$ cat src/ss_pkg.sv
// Types, constants and helpers shared by the substring search block.
`timescale 1ns / 1ps
`default_nettype none

package ss_pkg;

  localparam int LEN_W     = 5;
  localparam int OFF_W     = 16;
  localparam int CFG_W     = 64;
  localparam int CFG_IDX_W = 2;

  // Register indexes of the configuration port
  localparam logic [CFG_IDX_W-1:0] CFG_NEEDLE_LO  = 2'd0;
  localparam logic [CFG_IDX_W-1:0] CFG_NEEDLE_HI  = 2'd1;
  localparam logic [CFG_IDX_W-1:0] CFG_NEEDLE_LEN = 2'd2;
  localparam logic [CFG_IDX_W-1:0] CFG_FOLD_CASE  = 2'd3;

  typedef struct packed {
    logic [2*CFG_W-1:0] needle;
    logic [LEN_W-1:0]   needle_length;
    logic               fold_case;
  } cfg_t;

  typedef struct packed {
    logic             valid;
    logic             found;
    logic [OFF_W-1:0] match_offset;
    logic             overflow;
  } res_t;

  // Upper-case ASCII letters when folding is on
  function automatic logic [7:0] fold_byte(input logic [7:0] b, input logic en);
    logic [7:0] r;
    r = b;
    if (en && b >= 8'h61 && b <= 8'h7A) begin
      r = b - 8'h20;
    end
    return r;
  endfunction

endpackage

`default_nettype wire

$ cat src/ss_cfg.sv
// Configuration register file: needle bytes, needle length, case folding.
`timescale 1ns / 1ps
`default_nettype none

module ss_cfg
  import ss_pkg::*;
(
  input  wire logic                 clk,
  input  wire logic                 rst,
  input  wire logic                 cfg_we,
  input  wire logic [CFG_IDX_W-1:0] cfg_index,
  input  wire logic [CFG_W-1:0]     cfg_wdata,
  output cfg_t                      cfg
);

  logic [CFG_W-1:0] needle_lo;
  logic [CFG_W-1:0] needle_hi;
  logic [LEN_W-1:0] needle_len;
  logic             fold;

  // Write one register per enabled cycle
  always_ff @(posedge clk) begin
    if (rst) begin
      needle_lo  <= '0;
      needle_hi  <= '0;
      needle_len <= '0;
      fold       <= 1'b1;
    end else if (cfg_we) begin
      case (cfg_index)
        CFG_NEEDLE_LO:  needle_lo  <= cfg_wdata;
        CFG_NEEDLE_HI:  needle_hi  <= cfg_wdata;
        CFG_NEEDLE_LEN: needle_len <= cfg_wdata[LEN_W-1:0];
        CFG_FOLD_CASE:  fold       <= cfg_wdata[0];
        default: ;
      endcase
    end
  end

  assign cfg.needle        = {needle_hi, needle_lo};
  assign cfg.needle_length = needle_len;
  assign cfg.fold_case     = fold;

endmodule

`default_nettype wire

$ cat src/ss_track.sv
// Search state: byte window, byte counter, match compare and result decision.
`timescale 1ns / 1ps
`default_nettype none

module ss_track
  import ss_pkg::*;
#(
  parameter int MAX_NEEDLE   = 16,
  parameter int MAX_HAYSTACK = 65536
) (
  input  wire logic       clk,
  input  wire logic       rst,
  input  wire logic       step,
  input  wire logic [7:0] s1_byte,
  input  wire logic       s1_last,
  input  wire cfg_t       cfg,
  output res_t            res
);

  localparam int IDX_W = (MAX_NEEDLE > 1) ? $clog2(MAX_NEEDLE) : 1;
  localparam int CNT_W = $clog2(MAX_HAYSTACK + 2);
  localparam logic [CNT_W-1:0] HAY_MAX    = CNT_W'(MAX_HAYSTACK);
  localparam logic [CNT_W-1:0] HAY_OVER   = CNT_W'(MAX_HAYSTACK + 1);
  localparam logic [LEN_W-1:0] NEEDLE_MAX = LEN_W'(MAX_NEEDLE);

  logic [7:0]       window       [MAX_NEEDLE];
  logic [7:0]       window_next  [MAX_NEEDLE];
  logic [7:0]       window_shift [MAX_NEEDLE];
  logic [CNT_W-1:0] count;
  logic [CNT_W-1:0] count_next;
  logic [CNT_W-1:0] count_inc;
  logic [CNT_W-1:0] start_pos;
  logic [CNT_W+OFF_W-1:0] start_ext;
  logic             given;
  logic             given_next;
  logic [LEN_W-1:0] len;
  logic [MAX_NEEDLE-1:0] lane_ok;
  logic             hit;

  // Saturate the needle length to the window depth
  assign len = (cfg.needle_length > NEEDLE_MAX) ? NEEDLE_MAX : cfg.needle_length;

  // Window as it stands once the new byte is shifted in
  always_comb begin
    window_shift[0] = s1_byte;
    for (int k = 1; k < MAX_NEEDLE; k++) begin
      window_shift[k] = window[k-1];
    end
  end

  // Compare each needle byte with its aligned window byte
  for (genvar i = 0; i < MAX_NEEDLE; i++) begin : g_lane
    logic [LEN_W-1:0] pos;
    assign pos = len - LEN_W'(i) - LEN_W'(1);
    assign lane_ok[i] = (LEN_W'(i) >= len) ||
        (fold_byte(cfg.needle[8*i +: 8], cfg.fold_case) ==
         fold_byte(window_shift[pos[IDX_W-1:0]], cfg.fold_case));
  end

  assign count_inc = count + CNT_W'(1);
  assign hit       = (count_inc >= CNT_W'(len)) && (&lane_ok);
  assign start_pos = count_inc - CNT_W'(len);
  assign start_ext = {{OFF_W{1'b0}}, start_pos};

  // Decide the result and the next search state for the beat in stage one
  always_comb begin
    res         = '0;
    window_next = window;
    count_next  = count;
    given_next  = given;
    if (step) begin
      if (given) begin
        if (s1_last) begin
          for (int k = 0; k < MAX_NEEDLE; k++) window_next[k] = 8'd0;
          count_next = '0;
          given_next = 1'b0;
        end
      end else if (count >= HAY_MAX) begin
        // Past the bound: stop searching, report overflow at the end
        count_next = HAY_OVER;
        if (s1_last) begin
          res.valid    = 1'b1;
          res.overflow = 1'b1;
          for (int k = 0; k < MAX_NEEDLE; k++) window_next[k] = 8'd0;
          count_next = '0;
          given_next = 1'b0;
        end
      end else begin
        window_next = window_shift;
        count_next  = count_inc;
        if (hit) begin
          res.valid        = 1'b1;
          res.found        = 1'b1;
          res.match_offset = (len == '0) ? '0 : start_ext[OFF_W-1:0];
          given_next       = !s1_last;
          if (s1_last) begin
            for (int k = 0; k < MAX_NEEDLE; k++) window_next[k] = 8'd0;
            count_next = '0;
          end
        end else if (s1_last) begin
          res.valid = 1'b1;
          for (int k = 0; k < MAX_NEEDLE; k++) window_next[k] = 8'd0;
          count_next = '0;
          given_next = 1'b0;
        end
      end
    end
  end

  // Hold the search state
  always_ff @(posedge clk) begin
    if (rst) begin
      for (int k = 0; k < MAX_NEEDLE; k++) window[k] <= 8'd0;
      count <= '0;
      given <= 1'b0;
    end else begin
      window <= window_next;
      count  <= count_next;
      given  <= given_next;
    end
  end

endmodule

`default_nettype wire

$ cat src/substring_search.sv
// A result passes through the input register and then the result register.
// Throughput: one haystack byte per cycle unless a held result stalls it; the
// window compare covers every needle position between input and result registers.
// Reset (synchronous, active high) clears the window, counter, stage valids
// and the configuration (empty needle, case folding on).
`timescale 1ns / 1ps
`default_nettype none

module substring_search
  import ss_pkg::*;
#(
  parameter int MAX_NEEDLE   = 16,
  parameter int MAX_HAYSTACK = 65536
) (
  input  wire logic                 clk,
  input  wire logic                 rst,
  input  wire logic                 cfg_we,
  input  wire logic [CFG_IDX_W-1:0] cfg_index,
  input  wire logic [CFG_W-1:0]     cfg_wdata,
  input  wire logic                 in_valid,
  output logic                      in_ready,
  input  wire logic [7:0]           data_byte,
  input  wire logic                 last_byte,
  output logic                      out_valid,
  input  wire logic                 out_ready,
  output logic                      found,
  output logic [OFF_W-1:0]          match_offset,
  output logic                      overflow
);

  cfg_t       cfg;
  res_t       res;
  logic       s1_valid;
  logic [7:0] s1_byte;
  logic       s1_last;
  logic       out_free;
  logic       step;

  ss_cfg u_cfg (
    .clk       (clk),
    .rst       (rst),
    .cfg_we    (cfg_we),
    .cfg_index (cfg_index),
    .cfg_wdata (cfg_wdata),
    .cfg       (cfg)
  );

  ss_track #(
    .MAX_NEEDLE   (MAX_NEEDLE),
    .MAX_HAYSTACK (MAX_HAYSTACK)
  ) u_track (
    .clk     (clk),
    .rst     (rst),
    .step    (step),
    .s1_byte (s1_byte),
    .s1_last (s1_last),
    .cfg     (cfg),
    .res     (res)
  );

  // Stage one advances whenever the result register can take a beat
  assign out_free = !out_valid || out_ready;
  assign step     = s1_valid && out_free;
  assign in_ready = !s1_valid || out_free;

  // Capture the input beat
  always_ff @(posedge clk) begin
    if (rst) begin
      s1_valid <= 1'b0;
    end else if (in_valid && in_ready) begin
      s1_valid <= 1'b1;
    end else if (step) begin
      s1_valid <= 1'b0;
    end
  end

  always_ff @(posedge clk) begin
    if (in_valid && in_ready) begin
      s1_byte <= data_byte;
      s1_last <= last_byte;
    end
  end

  // Load the result register, drop it once taken
  always_ff @(posedge clk) begin
    if (rst) begin
      out_valid <= 1'b0;
    end else if (step && res.valid) begin
      out_valid <= 1'b1;
    end else if (out_ready) begin
      out_valid <= 1'b0;
    end
  end

  always_ff @(posedge clk) begin
    if (step && res.valid) begin
      found        <= res.found;
      match_offset <= res.match_offset;
      overflow     <= res.overflow;
    end
  end

endmodule

`default_nettype wire

$ cat config.mk
export PLATFORM = sky130hd
export DESIGN_NAME = substring_search
export DESIGN_NICKNAME = d
export VERILOG_FILES = /design/src/ss_pkg.sv /design/src/ss_cfg.sv /design/src/ss_track.sv /design/src/substring_search.sv
export SDC_FILE = /design/constraint.sdc
export NUM_CORES = 1
export LEC_CHECK = 0
export ABC_AREA = 1
export BUFFER_PORTS_ARGS = -buffer_cell sky130_fd_sc_hd__buf_2
export CORE_MARGIN = 4
export CORE_UTILIZATION = 55
export CTS_CLUSTER_DIAMETER = 40
export DETAILED_ROUTE_END_ITERATION = 7
export PLACE_DENSITY = 0.74
export SLEW_MARGIN = 30
export SYNTH_ARGS = -nofsm -noshare
export SYNTH_HDL_FRONTEND = slang
export SYNTH_SLANG_ARGS = --single-unit
$ cat constraint.sdc
create_clock -name clk -period 4.3 [get_ports clk]
set_input_delay 0.645 -clock clk [delete_from_list [all_inputs] [get_ports clk]]
set_output_delay 0.645 -clock clk [all_outputs]
set_load 0.02 [all_outputs]
==> summary.txt, run 1 <==
STATUS
-------------------------------------------------------------------------------------
Run status                                                               finished, violations left
Violations in the final reports                                                   DRC

FINISH
-------------------------------------------------------------------------------------
Fill cells                                                                       4318
Share of post-route cells with drive strength above 1                         0.08610
Area growth, synth to finish                                                   12.41%
NumNets Final                                                                    4343
Final cell area excluding filler cells                                   0.02746 sq mm
Area of the multi-input gates                                            0.01553 sq mm
Non-filler instance count after layout                                           4837
Sequential cell area                                                     0.006297 sq mm

ROUTE
-------------------------------------------------------------------------------------
Via Count                                                                       28850
Routed wire length                                                       98310 microns
DR DRC count                                                                        7
Detailed-routing iteration count for the pre-antenna-repair pass                    8
Post-route ant nets                                                                 0
Routed wire length per instance                                          20.32 microns
Count of routing violations after the opening detailed-route iteration           3951
Avg Vias per Cell                                                               5.964

SYNTHESIS
-------------------------------------------------------------------------------------
Mapped cell area                                                         0.02443 sq mm
Post-synthesis async set-or-reset flop share                                        0
Avg Inst Size Synth                                                       5.840 sq um
Number of enable-type register cells in the synthesized netlist                    27
Flip-flop and latch count after synthesis                                         301
Ys Warns                                                                            0
Cell variety after synth                                                           47
Syn Nets                                                                         4315
Count of mapped cells out of synthesis                                           4183
Predominant post-synthesis flop cell                                          dfxtp_1
Sequential fraction of the synthesis area                                      0.2577

SETUP PATH
-------------------------------------------------------------------------------------
Nature of the critical path endpoint                                             flop
Signal arrival time at the worst endpoint                                     4.43 ns
Critical Path Fanout Max                                                           18
Kind of critical path                                                    flop to flop
Kind of start point of the critical path                                         flop
Required time of the critical path                                            4.60 ns

GLOBAL ROUTE
-------------------------------------------------------------------------------------
Initial antenna violation count                                                     1
First-pass GRT wire length                                               148900 microns
Aggregate global-route resource usage                                          0.3977
Maximum number of pins on one net before global-route repair                      120
Remaining Overflow, GRT                                                             0
Via count of the first global-routing pass                                      26030

FLOORPLANNING
-------------------------------------------------------------------------------------
Starting density of the core                                                   0.5621
Die H                                                                    218.7 microns
Total core area                                                          0.04346 sq mm
Number of cell rows                                                                76
Horizontal extent of the die                                             218.7 microns
Die Outline Area                                                         0.04785 sq mm
Number of placed I/O pins                                                         100

PWR
-------------------------------------------------------------------------------------
Combinational group share of total power                                        0.282
Switching Fraction                                                             0.3608
IR drop worst, VDD                                                          0.5016 mV
Share of power burned in the clock network                                      0.416
Pwr per Cell Area                                                        363.8 mW/mm^2
LEAKAGE                                                                      12.46 nW
Sequential cell fraction of total power                                         0.302
Overall power after layout                                                   9.989 mW
NetSw                                                                        3.604 mW
Internal cell power                                                          6.385 mW

TIMING
-------------------------------------------------------------------------------------
Upper clock frequency limit                                                 242.1 MHz
Final period demand of the worst path                                        4.131 ns
Final Max Slew Viols                                                                0
Share of the cycle needed by the critical path after routing                   0.9607
Final Hold Fails                                                                    0
Slew of the pin with the lowest slew margin                                 0.9285 ns
Total negative slack for setup checks                                            0 ns
Final Skew                                                                 0.02237 ns
Post-Route Hold Slack                                                       0.2175 ns
Worst slew margin relative to its limit                                        0.3787
Count of final setup violators                                                      0

CLOCK TREE
-------------------------------------------------------------------------------------
Worst-Skew Late Latency                                                       0.61 ns
Clock transition at path regs                                                 0.06 ns
Clk sinks                                                                         301
Number of H-tree branching levels                                                   2
Maximum clock path buffer count                                                     3
Clock tree from TritonCTS                                                       built
Total clock buffers created by CTS                                                 50
Root Buffer Master                                                          clkbuf_16

PLACE
-------------------------------------------------------------------------------------
Post-Place Cell Area                                                     0.02541 sq mm
Hpwl dp                                                                  74780 microns
Number of port buffers                                                             99
Final weighted congestion in routability-driven placement                       1.172
Dpl cells                                                                        4734

JOB
-------------------------------------------------------------------------------------
Number of violations of the max-capacitance limit                                   0

HOLD PATH
-------------------------------------------------------------------------------------
Worst min-delay path class                                               input port to flop

## flip-flops by register name, summed over array words and instances, names as in the netlist
signal,count
u_cfg.needle_hi,64
u_track.window,120
u_cfg.needle_lo,64
out_valid,1
match_offset,16
found,1
s1_byte,8
u_track.count,17
u_cfg.needle_len,5
s1_valid,1
s1_last,1
u_track.given,1
overflow,1
u_cfg.fold,1
## per-layer routing
| metal | wire length, microns | global-route usage |
|---|---|---|
| met5 | 13 | 0 |
| met4 | 9243 | 0.2861 |
| met3 | 10960 | 0.1069 |
| met2 | 41210 | 0.6041 |
| met1 | 36890 | 0.4858 |
## metrics by stage
step           setup slack [ns]    util
2_1_floorplan            0.1641       -
3_3_place_gp            0.07726  0.5847
3_5_place_dp            0.06743  0.5847
4_1_cts                 0.02001  0.6243
5_1_grt                -0.02202  0.6318
6_report                 0.1689  0.6318
## final cells by class
class / instances / share of cell area
flip-flops and latches: 301 / 0.2293
multi-input cells: 3187 / 0.5656
clock buffers: 60 / 0.04766
inverters: 497 / 0.06858
clock inverters: 32 / 0.01504
diodes: 1 / 0.00009114
well taps: 585 / 0.02666
repair buffers: 174 / 0.04698
## critical path: stages (launching register included)
cell and delay (ns):
dfxtp_1 0.34, inv_4 0.12, nand2_2 0.12, buf_8 0.18, ha_2 0.22, nand2_1 0.18
nand3_2 0.26, nand2_4 0.21, nand3_1 0.10, nand2_1 0.16, nand2_1 0.13, inv_1 0.07
nand2_1 0.04, nor2_1 0.19, nand3_1 0.09, nand2_1 0.07, nand2_1 0.04, nor2_1 0.13
nand2_2 0.14, nand2_1 0.11, nand2_1 0.05, nor2_1 0.12, nand2_2 0.12, nor2_4 0.16
nand3_2 0.16, nand2_2 0.12, buf_12 0.16
## logic make-up (layout without fill, tap and decap cells)
family / count (synthesis) / after routing / synth area share
buf+inv: 699 / 763 / 0.1154
fa+ha+maj: 52 / 52 / 0.02694
other cells: 0 / 1 / 0
flops: 301 / 301 / 0.2577
simple gates: 2573 / 2577 / 0.4628
compound gates: 485 / 485 / 0.1094
xor+xnor: 73 / 73 / 0.02771
## final timing paths
| path | from | to | slack (ns) | cells past startpoint |
|---|---|---|---|---|
| max | u_cfg.needle_len[4] | match_offset[3] | 0.17 | 26 |
| max reg2reg | u_cfg.needle_len[4] | match_offset[3] | 0.17 | 26 |
| min reg2reg | u_track.count[3] | u_track.count[3] | 0.49 | 2 |
| min | data_byte[5] | s1_byte[5] | 0.22 | 1 |
## cell usage in the layout, fill, tap and decap left out, types with 9 or more instances in the layout
cell and n:
nand2_1 1042, nand3_1 933, inv_1 481, nor2_1 400, dfxtp_1 273, o21ai_0 187
a21oi_1 126, o22ai_1 105, buf_2 98, nand4_1 56, buf_4 55, xor2_1 52
clkbuf_16 52, ha_1 50, nor3_1 27, edfxtp_1 27, nand3b_1 21, nor2_2 21
nand2_2 20, xnor2_1 19, o21ai_1 18, or2_2 17, o21bai_1 14, nand3_2 12
nand2_4 11, buf_12 11, inv_6 9, o211ai_1 9, a31oi_1 9
## power by group through the flow
stage          clock [mW]  sequential, mW  combinational (mW)
6_report             4.15            3.02                2.81
5_1_grt              4.32            3.03                3.11
4_1_cts              4.17            3.02                2.68
3_5_place_dp            0            3.07                2.66
3_3_place_gp            0            3.07                2.64
2_1_floorplan           0            3.04                1.93
## what timing repair did
item,in CTS,in global routing
setup buffers,0,4
setup endpoints to repair,0,37
resized for setup,0,55
hold buffers,0,0
## synthesized netlist by cell type, types with 3 or more instances
master / instances / area [sq um]
a211oi_1: 3 / 22.52
a21oi_1: 128 / 640.6
a31oi_1: 9 / 56.30
buf_1: 9 / 33.78
buf_2: 57 / 285.3
buf_4: 12 / 90.09
buf_6: 10 / 112.6
clkbuf_1: 114 / 427.9
clkinv_1: 4 / 15.01
dfxtp_1: 274 / 5485
edfxtp_1: 27 / 810.8
ha_1: 51 / 638.1
inv_1: 481 / 1805
inv_2: 11 / 41.29
nand2_1: 1055 / 3960
nand2_2: 11 / 68.82
nand2_4: 4 / 45.04
nand3_1: 943 / 4720
nand3_2: 4 / 40.04
nand3b_1: 21 / 157.7
nand4_1: 56 / 350.3
nor2_1: 403 / 1513
nor2_2: 20 / 125.1
nor3_1: 27 / 135.1
nor4_1: 6 / 37.54
o2111ai_1: 3 / 26.28
o211ai_1: 9 / 67.56
o21ai_0: 187 / 935.9
o21ai_1: 19 / 95.09
o21bai_1: 14 / 105.1
o22ai_1: 105 / 656.9
or2_2: 17 / 106.4
xnor2_1: 19 / 166.4
xor2_1: 52 / 455.4
Power figures use the tool's default switching activity.
==> run 2, diff against run 1 <==
--- a/config.mk
+++ b/config.mk
@@ -8,10 +8,10 @@
 export ABC_AREA = 1
 export BUFFER_PORTS_ARGS = -buffer_cell sky130_fd_sc_hd__buf_2
 export CORE_MARGIN = 4
-export CORE_UTILIZATION = 55
-export CTS_CLUSTER_DIAMETER = 40
+export CORE_UTILIZATION = 50
 export DETAILED_ROUTE_END_ITERATION = 7
-export PLACE_DENSITY = 0.74
+export PLACE_DENSITY = 0.68
+export RECOVER_POWER = 100
 export SLEW_MARGIN = 30
 export SYNTH_ARGS = -nofsm -noshare
 export SYNTH_HDL_FRONTEND = slang
==> summary.txt, run 2 (synthesized netlist as in run 1, its figures left out) <==
PWR
-------------------------------------------------------------------------------------
Sequential cell fraction of total power                                         0.339
Combinational group share of total power                                        0.314
Pwr per Cell Area                                                        331.7 mW/mm^2
IR drop worst, VDD                                                          0.3014 mV
LEAKAGE                                                                      12.08 nW
NetSw                                                                        3.340 mW
Switching Fraction                                                             0.3747
Internal cell power                                                          5.573 mW
Share of power burned in the clock network                                      0.347

CLOCK TREE
-------------------------------------------------------------------------------------
Number of H-tree branching levels                                                   2
Clock tree from TritonCTS                                                       built
Clock transition at path regs                                                 0.06 ns
Total clock buffers created by CTS                                                 37
Clk sinks                                                                         301
Worst-Skew Late Latency                                                       0.57 ns
Count of hold-fix buffers inserted at cts                                           0
Root Buffer Master                                                          clkbuf_16
Maximum clock path buffer count                                                     3

ROUTE
-------------------------------------------------------------------------------------
Routed wire length                                                       102400 microns
Post-route ant nets                                                                 0
Count of routing violations after the opening detailed-route iteration           3291
Via Count                                                                       28260
Detailed-routing iteration count for the pre-antenna-repair pass                    8
Routed wire length per instance                                          21.11 microns
Avg Vias per Cell                                                               5.827
DR DRC count                                                                        3

SETUP PATH
-------------------------------------------------------------------------------------
Slack of the worst reg-to-reg path                                            0.23 ns
R2R depth                                                                          24
Required time of the critical path                                            4.56 ns
Endpoint of the most critical register-to-register path                  match_offset[12]
Critical Path Fanout Max                                                           18
Startpoint of the worst-slack reg-to-reg timing path                     u_cfg.needle_len[4]
Kind of start point of the critical path                                         flop
Kind of critical path                                                    flop to flop
Signal arrival time at the worst endpoint                                     4.34 ns
Nature of the critical path endpoint                                             flop

FINISH
-------------------------------------------------------------------------------------
Regs by FF count                                                         u_track.window (120), u_cfg.needle_hi (64), u_cfg.needle_lo (64)
Commonest non-fill, non-tap cell in the layout                                nand2_1
Share of post-route cells with drive strength above 1                         0.07249
Top library cells by usage in the layout, fill and taps aside            1052 x nand2_1, 942 x nand3_1, 479 x inv_1
Non-filler instance count after layout                                           4850
Biggest register                                                         u_track.window
Antenna Cells                                                                       0
Final cell area excluding filler cells                                   0.02687 sq mm
Area growth, synth to finish                                                   9.993%
NumNets Final                                                                    4341
Number of flip-flops under the largest register name                              120

TIMING
-------------------------------------------------------------------------------------
Final Max Slew Viols                                                              176
Worst Slack Setup Final                                                     0.2256 ns
Final period demand of the worst path                                        4.074 ns
Share of the cycle needed by the critical path after routing                   0.9475
Upper clock frequency limit                                                 245.4 MHz
Final Hold Fails                                                                    0
Count of final setup violators                                                      0
Worst slew margin relative to its limit                                       -0.5897
Final Skew                                                                 0.02293 ns
Slew of the pin with the lowest slew margin                                  2.372 ns

PLACE
-------------------------------------------------------------------------------------
Final weighted congestion in routability-driven placement                       1.065
Pre-CTS setup slack                                                         0.2112 ns
Number of port buffers                                                             99
Post-Place Cell Area                                                     0.02561 sq mm
Hpwl dp                                                                  80250 microns
Dpl cells                                                                        4780

HOLD PATH
-------------------------------------------------------------------------------------
Worst min-delay path class                                               input port to flop
Worst hold stages                                                                   1
Hold Path Origin                                                         data_byte[2]
Worst hold path endpoint                                                   s1_byte[2]

GLOBAL ROUTE
-------------------------------------------------------------------------------------
Remaining Overflow, GRT                                                             0
Aggregate global-route resource usage                                          0.3754
First-pass GRT wire length                                               153500 microns
Via count of the first global-routing pass                                      25380
Maximum number of pins on one net before global-route repair                      108
Initial antenna violation count                                                     3

FLOORPLANNING
-------------------------------------------------------------------------------------
Die H                                                                    229.0 microns
Starting density of the core                                                   0.5084
Horizontal extent of the die                                             229.0 microns
Total core area                                                          0.04805 sq mm
Die Outline Area                                                         0.05245 sq mm
Number of placed I/O pins                                                         100
Number of cell rows                                                                80

STATUS
-------------------------------------------------------------------------------------
Violations in the final reports                                          DRC, capacitance limit, slew limit
Run status                                                               finished, violations left

JOB
-------------------------------------------------------------------------------------
Number of violations of the max-capacitance limit                                   2

[run 2: cell types whose count changed in the layout (fill, tap and decap cells not counted), sizes merged]
| cell | before | now |
|---|---|---|
| buf | 171 | 158 |
| bufinv | 6 | 1 |
| clkbuf | 63 | 82 |
| clkinv | 15 | 12 |
| clkinvlp | 5 | 6 |
| diode | 1 | 0 |
| inv | 503 | 492 |
| nand2 | 1074 | 1070 |
[run 2: power by group through the flow]
| stage | clock, mW | combinational, mW | sequential, mW |
|---|---|---|---|
| floorplan | 0 | 1.93 | 3.04 |
| global placement | 0 | 2.70 | 3.08 |
| detailed placement | 0 | 2.71 | 3.08 |
| CTS | 3.11 | 2.72 | 3.02 |
| global route | 3.24 | 3.12 | 3.03 |
| finish | 3.09 | 2.80 | 3.02 |
[run 2: worst max-delay path by stage]
stage	from	endpoint	slack, ns
floorplan	u_cfg.needle_len[4]	found	0.16
global placement	u_cfg.needle_len[4]	match_offset[1]	0.18
detailed placement	u_cfg.needle_len[4]	match_offset[13]	0.21
CTS	u_cfg.needle_len[4]	match_offset[12]	0.16
global route	u_cfg.needle_len[4]	match_offset[11]	-0.005
finish	u_cfg.needle_len[4]	match_offset[12]	0.23
[run 2: critical path: stages, from the launching register on]
cell        delay [ns]
dfxtp_1           0.33
inv_4             0.12
nand2_4           0.09
ha_1              0.36
clkinvlp_4        0.19
buf_4             0.20
nand3_1           0.23
nand3_1           0.16
nand3_1           0.14
nand2_1           0.10
ha_1              0.32
inv_1             0.06
nand4_1           0.11
nand3_1           0.10
nand2_1           0.05
inv_1             0.04
nand2_1           0.16
nand2_1           0.10
nand2_1           0.05
nor2_1            0.17
nand2_1           0.09
nor2_2            0.16
nand3_4           0.15
nand2_2           0.11
buf_12            0.15
[run 2: per-layer routing]
metal / track usage / routed length [microns] / vias to the layer above
li1: - / - / 13820
met1: 0.4745 / 40590 / 12810
met2: 0.6033 / 45500 / 1326
met3: 0.07095 / 9104 / 309
met4: 0.2098 / 7151 / 2
met5: 0 / 20 / -
[run 2: metrics by stage]
| step | TNS [ns] | power, mW | utilization | hold slack (ns) |
|---|---|---|---|---|
| 4_1_cts | 0 | 8.852 | 0.5573 | 0.2313 |
| 6_report | 0 | 8.913 | 0.5592 | 0.2541 |
| 3_3_place_gp | 0 | 5.780 | 0.5329 | 0.4819 |
| 3_5_place_dp | 0 | 5.791 | 0.5330 | 0.4802 |
| 5_1_grt | -0.05283 | 9.386 | 0.5592 | 0.2473 |
| 2_1_floorplan | 0 | 4.970 | - | 0.4584 |
[run 2: timing repair]
item                                    in CTS  in global routing
setup buffers                                0                  4
endpoints found under the setup margin       0                 36
gates resized for setup                      0                 27
[run 2: layout make-up]
class | count | area (sq um)
clock buffers | 51 | 1039
clock inverters | 14 | 127.6
fillers | 5006 | 21180
inverters | 497 | 1883
multi-input cells | 3183 | 15400
flip-flops and latches | 301 | 6299
well taps | 615 | 769.5
repair buffers | 189 | 1348
